<file path="src/sv/isp_pkg.sv">
package isp_pkg;

	localparam logic [7:0] CH_PLUS  = 8'h2B;
	localparam logic [7:0] CH_MINUS = 8'h2D;
	localparam logic [7:0] CH_STAR  = 8'h2A;
	localparam logic [7:0] CH_SLASH = 8'h2F;
	localparam logic [7:0] CH_CARET = 8'h5E;
	localparam logic [7:0] CH_OPEN  = 8'h28;
	localparam logic [7:0] CH_CLOSE = 8'h29;

	localparam logic [7:0] CH_UPPER_A = 8'h41;
	localparam logic [7:0] CH_UPPER_Z = 8'h5A;
	localparam logic [7:0] CH_LOWER_A = 8'h61;
	localparam logic [7:0] CH_LOWER_Z = 8'h7A;

	typedef logic [1:0] rank_t;

	localparam rank_t RANK_NONE = 2'd0;
	localparam rank_t RANK_ADD  = 2'd1;
	localparam rank_t RANK_MUL  = 2'd2;
	localparam rank_t RANK_POW  = 2'd3;

	typedef struct packed {
		logic       push;
		logic       pop;
		logic [7:0] data;
	} stack_cmd_t;

	function automatic rank_t rank_of(input logic [7:0] c);
		rank_t r;
		case (c)
			CH_PLUS, CH_MINUS: r = RANK_ADD;
			CH_STAR, CH_SLASH: r = RANK_MUL;
			CH_CARET:          r = RANK_POW;
			default:           r = RANK_NONE;
		endcase
		return r;
	endfunction

	function automatic logic is_letter(input logic [7:0] c);
		return ((c >= CH_LOWER_A) && (c <= CH_LOWER_Z)) ||
		       ((c >= CH_UPPER_A) && (c <= CH_UPPER_Z));
	endfunction

endpackage

</file>
<file path="src/sv/infix_to_postfix_converter.sv">
// Infix to postfix converter (shunting-yard).
// Input channel sym_valid/sym_ready carries one expression character per item
// (symbol_in) and end_of_expr, set on the last character of an expression.
// Output channel res_valid/res_ready carries postfix characters: symbol_out,
// has_symbol (0 only on a bare end marker), last (final result of an
// expression) and the sticky overflow flag.
// An item is worked on by a two-state sequencer that drives one rank compare
// and the operator stack; the stack moves by one entry per cycle unless a
// stalled output holds it. In ST_WORK each stack entry popped and emitted for
// an item takes a step of its own (a discarded open bracket takes none), and
// waiting on res_ready keeps the item in ST_WORK for longer.
// sym_ready is high only between items. Each result is held in a staging
// register so that last can be set; a result thus goes to the output register
// when the next one is produced or when its item completes.
// A stalled receiver holds the output register and the staging register and
// so pauses the sequencer; no result is lost.
// Reset empties the stack, clears the overflow flag and drops any pending
// result. A push to a full stack is dropped and sets overflow until reset.
module infix_to_postfix_converter
	import isp_pkg::*;
#(
	parameter int STACK_DEPTH = 32
) (
	input  logic       clk,
	input  logic       arst_n,
	input  logic       sym_valid,
	output logic       sym_ready,
	input  logic [7:0] symbol_in,
	input  logic       end_of_expr,
	output logic       res_valid,
	input  logic       res_ready,
	output logic [7:0] symbol_out,
	output logic       has_symbol,
	output logic       last,
	output logic       overflow
);

	typedef enum logic [1:0] {
		ST_IDLE = 2'b01,
		ST_WORK = 2'b10
	} state_t;

	state_t        state_q;
	logic [7:0]    sym_q;
	logic          end_q;
	logic          flush_q;
	logic          ovf_q;
	logic          hold_v_q;
	logic [7:0]    hold_sym_q;
	logic          out_valid_q;
	logic [7:0]    out_sym_q;
	logic          out_has_q;
	logic          out_last_q;
	logic          out_ovf_q;

	stack_cmd_t    cmd;
	logic [7:0]    stk_top;
	logic          stk_empty;
	logic          stk_full;

	logic          slot_free;
	logic          move_ok;
	logic          emit_in;
	logic          pop_emit;
	logic          do_push;
	logic          set_flush;
	logic          finish;
	logic          new_v;
	logic [7:0]    new_sym;
	logic          ld;
	logic [7:0]    ld_sym;
	logic          ld_has;
	logic          ld_last;

	isp_stack #(
		.DEPTH (STACK_DEPTH)
	) u_stack (
		.clk    (clk),
		.arst_n (arst_n),
		.cmd    (cmd),
		.top    (stk_top),
		.empty  (stk_empty),
		.full   (stk_full)
	);

	assign slot_free = !out_valid_q || res_ready;
	assign move_ok   = !hold_v_q || slot_free;

	always_comb begin
		emit_in   = 1'b0;
		pop_emit  = 1'b0;
		do_push   = 1'b0;
		set_flush = 1'b0;
		finish    = 1'b0;
		cmd       = '0;
		case (state_q)
			ST_IDLE: begin
			end
			ST_WORK: begin
				if (!flush_q) begin
					if (is_letter(sym_q)) begin
						if (move_ok) begin
							emit_in   = 1'b1;
							set_flush = 1'b1;
						end
					end else if (sym_q == CH_OPEN) begin
						do_push   = 1'b1;
						set_flush = 1'b1;
					end else if (sym_q == CH_CLOSE) begin
						if (!stk_empty && (stk_top != CH_OPEN)) begin
							pop_emit = move_ok;
						end else begin
							cmd.pop   = !stk_empty;
							set_flush = 1'b1;
						end
					end else begin
						if (!stk_empty && (rank_of(sym_q) <= rank_of(stk_top))) begin
							pop_emit = move_ok;
						end else begin
							do_push   = 1'b1;
							set_flush = 1'b1;
						end
					end
				end else if (end_q && !stk_empty) begin
					pop_emit = move_ok;
				end else if (end_q || hold_v_q) begin
					finish = slot_free;
				end else begin
					finish = 1'b1;
				end
			end
			default: begin
			end
		endcase
		cmd.pop  = cmd.pop | pop_emit;
		cmd.push = do_push && !stk_full;
		cmd.data = sym_q;
	end

	assign new_v   = emit_in || pop_emit;
	assign new_sym = emit_in ? sym_q : stk_top;
	assign ld      = (new_v && hold_v_q) || (finish && (end_q || hold_v_q));
	assign ld_sym  = hold_v_q ? hold_sym_q : '0;
	assign ld_has  = hold_v_q;
	assign ld_last = finish && end_q;

	always_ff @(posedge clk or negedge arst_n) begin
		if (!arst_n) begin
			state_q     <= ST_IDLE;
			end_q       <= 1'b0;
			flush_q     <= 1'b0;
			ovf_q       <= 1'b0;
			hold_v_q    <= 1'b0;
			out_valid_q <= 1'b0;
		end else begin
			case (state_q)
				ST_IDLE: begin
					if (sym_valid) begin
						state_q <= ST_WORK;
						end_q   <= end_of_expr;
						flush_q <= 1'b0;
					end
				end
				ST_WORK: begin
					if (set_flush) begin
						flush_q <= 1'b1;
					end
					if (finish) begin
						state_q <= ST_IDLE;
					end
				end
				default: begin
					state_q <= ST_IDLE;
				end
			endcase
			if (do_push && stk_full) begin
				ovf_q <= 1'b1;
			end
			if (new_v) begin
				hold_v_q <= 1'b1;
			end else if (finish) begin
				hold_v_q <= 1'b0;
			end
			if (ld) begin
				out_valid_q <= 1'b1;
			end else if (res_ready) begin
				out_valid_q <= 1'b0;
			end
		end
	end

	always_ff @(posedge clk) begin
		if ((state_q == ST_IDLE) && sym_valid) begin
			sym_q <= symbol_in;
		end
		if (new_v) begin
			hold_sym_q <= new_sym;
		end
		if (ld) begin
			out_sym_q  <= ld_sym;
			out_has_q  <= ld_has;
			out_last_q <= ld_last;
			out_ovf_q  <= ovf_q;
		end
	end

	assign sym_ready  = (state_q == ST_IDLE);
	assign res_valid  = out_valid_q;
	assign symbol_out = out_sym_q;
	assign has_symbol = out_has_q;
	assign last       = out_last_q;
	assign overflow   = out_ovf_q;

endmodule

</file>
<file path="src/sv/isp_stack.sv">
module isp_stack
	import isp_pkg::*;
#(
	parameter int DEPTH = 32
) (
	input  logic                             clk,
	input  logic                             arst_n,
	input  stack_cmd_t                       cmd,
	output logic [7:0]                       top,
	output logic                             empty,
	output logic                             full
);

	localparam int CW = $clog2(DEPTH + 1);
	localparam int AW = $clog2(DEPTH);

	logic [7:0]    mem [DEPTH];
	logic [CW-1:0] count_q;
	logic [CW-1:0] count_next;
	logic [CW-1:0] rd_full;
	logic [AW-1:0] rd_addr;
	logic [7:0]    top_q;

	always_comb begin
		count_next = count_q;
		if (cmd.push) begin
			count_next = count_q + CW'(1);
		end else if (cmd.pop) begin
			count_next = count_q - CW'(1);
		end
		rd_full = (count_next == '0) ? '0 : count_next - CW'(1);
		rd_addr = rd_full[AW-1:0];
	end

	// hold the entry that will be on top after this cycle, bypassing a push
	always_ff @(posedge clk) begin
		if (cmd.push) begin
			mem[count_q[AW-1:0]] <= cmd.data;
			top_q <= cmd.data;
		end else begin
			top_q <= mem[rd_addr];
		end
	end

	always_ff @(posedge clk or negedge arst_n) begin
		if (!arst_n) begin
			count_q <= '0;
		end else begin
			count_q <= count_next;
		end
	end

	assign top   = top_q;
	assign empty = (count_q == '0);
	assign full  = (count_q == CW'(DEPTH));

endmodule

</file>
<file path="config.mk">
export PLATFORM = sky130hd
export DESIGN_NAME = infix_to_postfix_converter
export DESIGN_NICKNAME = d
export VERILOG_FILES = /design/src/sv/isp_pkg.sv /design/src/sv/infix_to_postfix_converter.sv /design/src/sv/isp_stack.sv
export SDC_FILE = /design/constraint.sdc
export NUM_CORES = 1
export LEC_CHECK = 0
export ABC_CLOCK_PERIOD_IN_PS = 7800
export BUFFER_PORTS_ARGS = -buffer_cell sky130_fd_sc_hd__buf_2
export CELL_PAD_IN_SITES_DETAIL_PLACEMENT = 1
export CELL_PAD_IN_SITES_GLOBAL_PLACEMENT = 1
export CORE_ASPECT_RATIO = 2
export CORE_UTILIZATION = 25
export DETAILED_ROUTE_END_ITERATION = 12
export MAX_ROUTING_LAYER = met4
export PLACE_DENSITY_LB_ADDON = 0.1
export SYNTH_ARGS = -nofsm -noshare
export SYNTH_HDL_FRONTEND = slang
export SYNTH_HIERARCHICAL = 1
export SYNTH_SLANG_ARGS = --single-unit
export TNS_END_PERCENT = 5
</file>
<file path="constraint.sdc">
create_clock -name clk -period 7.8 [get_ports clk]
set_input_delay 0.78 -clock clk [delete_from_list [all_inputs] [get_ports clk]]
set_output_delay 0.78 -clock clk [all_outputs]
set_load 0.01 [all_outputs]
</file>
==> flow_metrics.tcl <==
set metrics [dict create \
    start_kind "flop" \
    period_share_pct 92.5 \
    crit_top_cell "nand2_1" \
    synth_fp_nets 937 \
    hp-class "in -> async" \
    postSynthAreaPerCell_um2 14.0 \
    row_count 117 \
    synth_area_um2 12800 \
    reg2reg_to "u_stack/top[0]" \
    cts_tree "built" \
    synthArstFlopShare_pct 4.28 \
    hold_buffers 0 \
    grt_start_max_net_pins 67 \
    path_clk_slew_ns 0.07 \
    end_kind "flop" \
    p_leak_nw 4.79 \
    routedWlPerCell_um 26.6 \
    clk_latency_ns 0.57 \
    cpPeakStageDelay_ns 0.80 \
    antenna_found_initial 0 \
    cts.sinks 304 \
    synth_warnings 6 \
    setup_viol_count_final 0 \
    numPortBuffers 25 \
    path_class "reg -> reg" \
    cp_cell_sequence "buf_4, nand2_1, nor4_1, mux2i_1, mux2_2, ha_1, nand2_1, a221oi_2, o21ai_1, o211ai_1, nor2_1, a221o_1, inv_1, ha_1, xnor2_1, a21o_1, and2_2, nand2_1, o221ai_1, a21oi_1, o311ai_1, o311ai_1" \
    die_area_um2 52300 \
    die_y_um 323 \
    synthFlopType "edfxtp_1" \
    routed_via_density 4.88 \
    reg2reg_depth 22 \
    area_delta_synth_final_pct 14.5 \
    drtIter0Drc 458 \
    cts-root-buf "clkbuf_16" \
    fmax_mhz 139 \
    grt_pass1_wl_um 61600 \
    hold_violations 0 \
    initial_core_util_pct 25.3 \
    endpoint "u_stack/top[0]" \
    synth-seq-area-share_pct 69.9 \
    synth_cells 915 \
    r2r_slack_ns 0.58 \
    synth_top_area_share_pct 66.2 \
    period_needed_ns 7.22 \
    maxCapViolCount 0 \
    antenna_cells 0 \
    grt_pass1_vias 8450 \
    routed_wl_um 42900 \
    irDropWorstVdd_mv 0.223 \
    clk_path_buf_depth 3 \
    coreArea_um2 50800 \
    synth_seq_cells 304 \
    cp_slowest_cell "edfxtp_1" \
    yosysMostFrequentCell "edfxtp_1" \
    htree_num_levels 1 \
    skew_ns 0.0268 \
    synth_edf_count 283 \
    drc 0 \
    nNetsFinal 965 \
    dieWidth_um 162 \
    arrival_ns 7.63 \
    vias 7879 \
    pin_count 26 \
    rsz0062_at_grt "false" \
    synth_area_leaders "edfxtp_1 66%, nand2_1 3.9%, dfrtp_1 2.3%" \
    grt.overflow.total 0 \
    cts_resized 0 \
    drive_above_1_share_pct 14.6 \
    cts_buffers 28 \
    ant_nets 0 \
    fin_tns_setup_ns 0 \
    path_max_fanout 27 \
    firstDrtPassIters 4 \
    hpwl_um 29200 \
    finalMaxSlewViolations 0 \
    power.density_nw_per_um2 470 \
    post_cts_buffers 0 \
    worstPathRequired_ns 8.22 \
    tightest_slew_ns 1.07 \
    seqCellArea_um2 8980 \
    relSlewSlack_pct 28.1 \
    hold_ws_ns 0.152 \
    yosys-top-cells-count "283 x edfxtp_1, 135 x nand2_1, 77 x nor2_1" \
    crit_start "sym_q[3]" \
    status "completed" \
    nFillCells 5360 \
    post-synth-top-area-cell "edfxtp_1" \
    multi_input_area_um2 3570 \
    gp_congestion 0.774 \
    rr_startpoint "sym_q[3]" \
    grt_usage_pct 17.2 \
    yosysUniqueCellTypes 80 \
]
[state kept, by name, summed over array words and instances, names as in the netlist]
register / count
last: 1
hold_sym_q: 8
state_q: 2
end_q: 1
ovf_q: 1
overflow: 1
res_valid: 1
sym_q: 8
symbol_out: 8
hold_v_q: 1
u_stack/count_q: 6
u_stack/top: 8
flush_q: 1
u_stack/mem: 256
has_symbol: 1
[worst min path at each step]
stage            from                  to  cells after the start
2_1_floorplan   ovf_q            overflow                      0
3_3_place_gp    ovf_q            overflow                      0
3_5_place_dp    ovf_q            overflow                      0
4_1_cts        arst_n  u_stack/count_q[0]                      1
5_1_grt        arst_n  u_stack/count_q[0]                      1
6_report       arst_n  u_stack/count_q[0]                      1
[cell usage in the layout (no fill, tap or decap), types with 9 or more instances in the layout]
| master | synthesis | final |
|---|---|---|
| a211oi_1 | 16 | 16 |
| a21oi_1 | 28 | 27 |
| a311o_1 | 14 | 14 |
| a31oi_1 | 9 | 9 |
| and2_1 | 15 | 14 |
| and3_1 | 9 | 9 |
| buf_2 | 19 | 25 |
| buf_4 | 2 | 27 |
| clkbuf_16 | 0 | 28 |
| dfrtp_1 | 12 | 12 |
| edfxtp_1 | 283 | 283 |
| ha_1 | 9 | 9 |
| inv_1 | 10 | 9 |
| mux2_2 | 9 | 9 |
| mux2i_1 | 10 | 10 |
| mux4_2 | 11 | 11 |
| nand2_1 | 135 | 135 |
| nand3_1 | 26 | 26 |
| nor2_1 | 77 | 77 |
| o21ai_0 | 9 | 9 |
| o21ai_1 | 16 | 16 |
| o311ai_1 | 15 | 15 |
| or3_1 | 9 | 9 |
[logic make-up after synthesis]
kind of cell               after synthesis  synth area share, %
DFF                                    304                 69.9
muxes                                   36                 4.26
xor gates and xnor gates                 6                0.409
adders and majority gates                9                0.877
and+or+nand+nor                        317                 11.6
buffers and inverters                   65                 2.38
AOI/OAI and AO/OA                      178                 10.5
[metal layers]
| metal | global-route usage (%) | share of wire, % | up-vias |
|---|---|---|---|
| met2 | 32.7 | 56 | 146 |
| met4 | 8.89 | 5.3 | 0 |
| met1 | 16.7 | 35 | 4091 |
| li1 | - | - | 3569 |
| met5 | - | 0 | - |
| met3 | 1.94 | 3.2 | 73 |
[stage by stage]
step	worst slack [ns]	area (um^2)	cells	utilization, %	power, mW
after detailed placement	0.504	13700	1567	27.0	5.57
after global routing	0.0918	14700	1616	28.9	7.28
after CTS	0.424	14700	1616	28.9	7.08
after global placement	0.663	13700	1567	27.0	5.56
final	0.583	14700	1616	28.9	6.91
after floorplan	1.60	12800	915	-	4.12
[cell type report]
type | count | area share [%]
Clock inverter | 16 | 1.65
Inverter | 11 | 0.281
Clock buffer | 33 | 4.89
Multi-Input combinational cell | 546 | 24.3
Timing Repair Buffer | 52 | 2.23
Tap cell | 654 | 5.57
Sequential cell | 304 | 61.1
[where the power goes]
group | switching, mW | internal [mW] | total (mW)
clock network | 0.623 | 0.857 | 1.48
registers | 0.117 | 1.97 | 2.08
logic | 2.30 | 1.05 | 3.35
total | 3.04 | 3.87 | 6.91
[worst max-delay path: cells and delay by family, from the launching register on]
family | cells | cell delay [ns]
AND/OR/NAND/NOR | 6 | 1.89
multiplexers | 2 | 0.42
XOR/XNOR | 1 | 0.15
adder cells (fa/ha/maj) | 2 | 0.45
flip-flops | 1 | 0.80
AO/OA/AOI/OAI | 9 | 2.86
buffers and inverters | 2 | 0.48
Power figures use the tool's default switching activity.
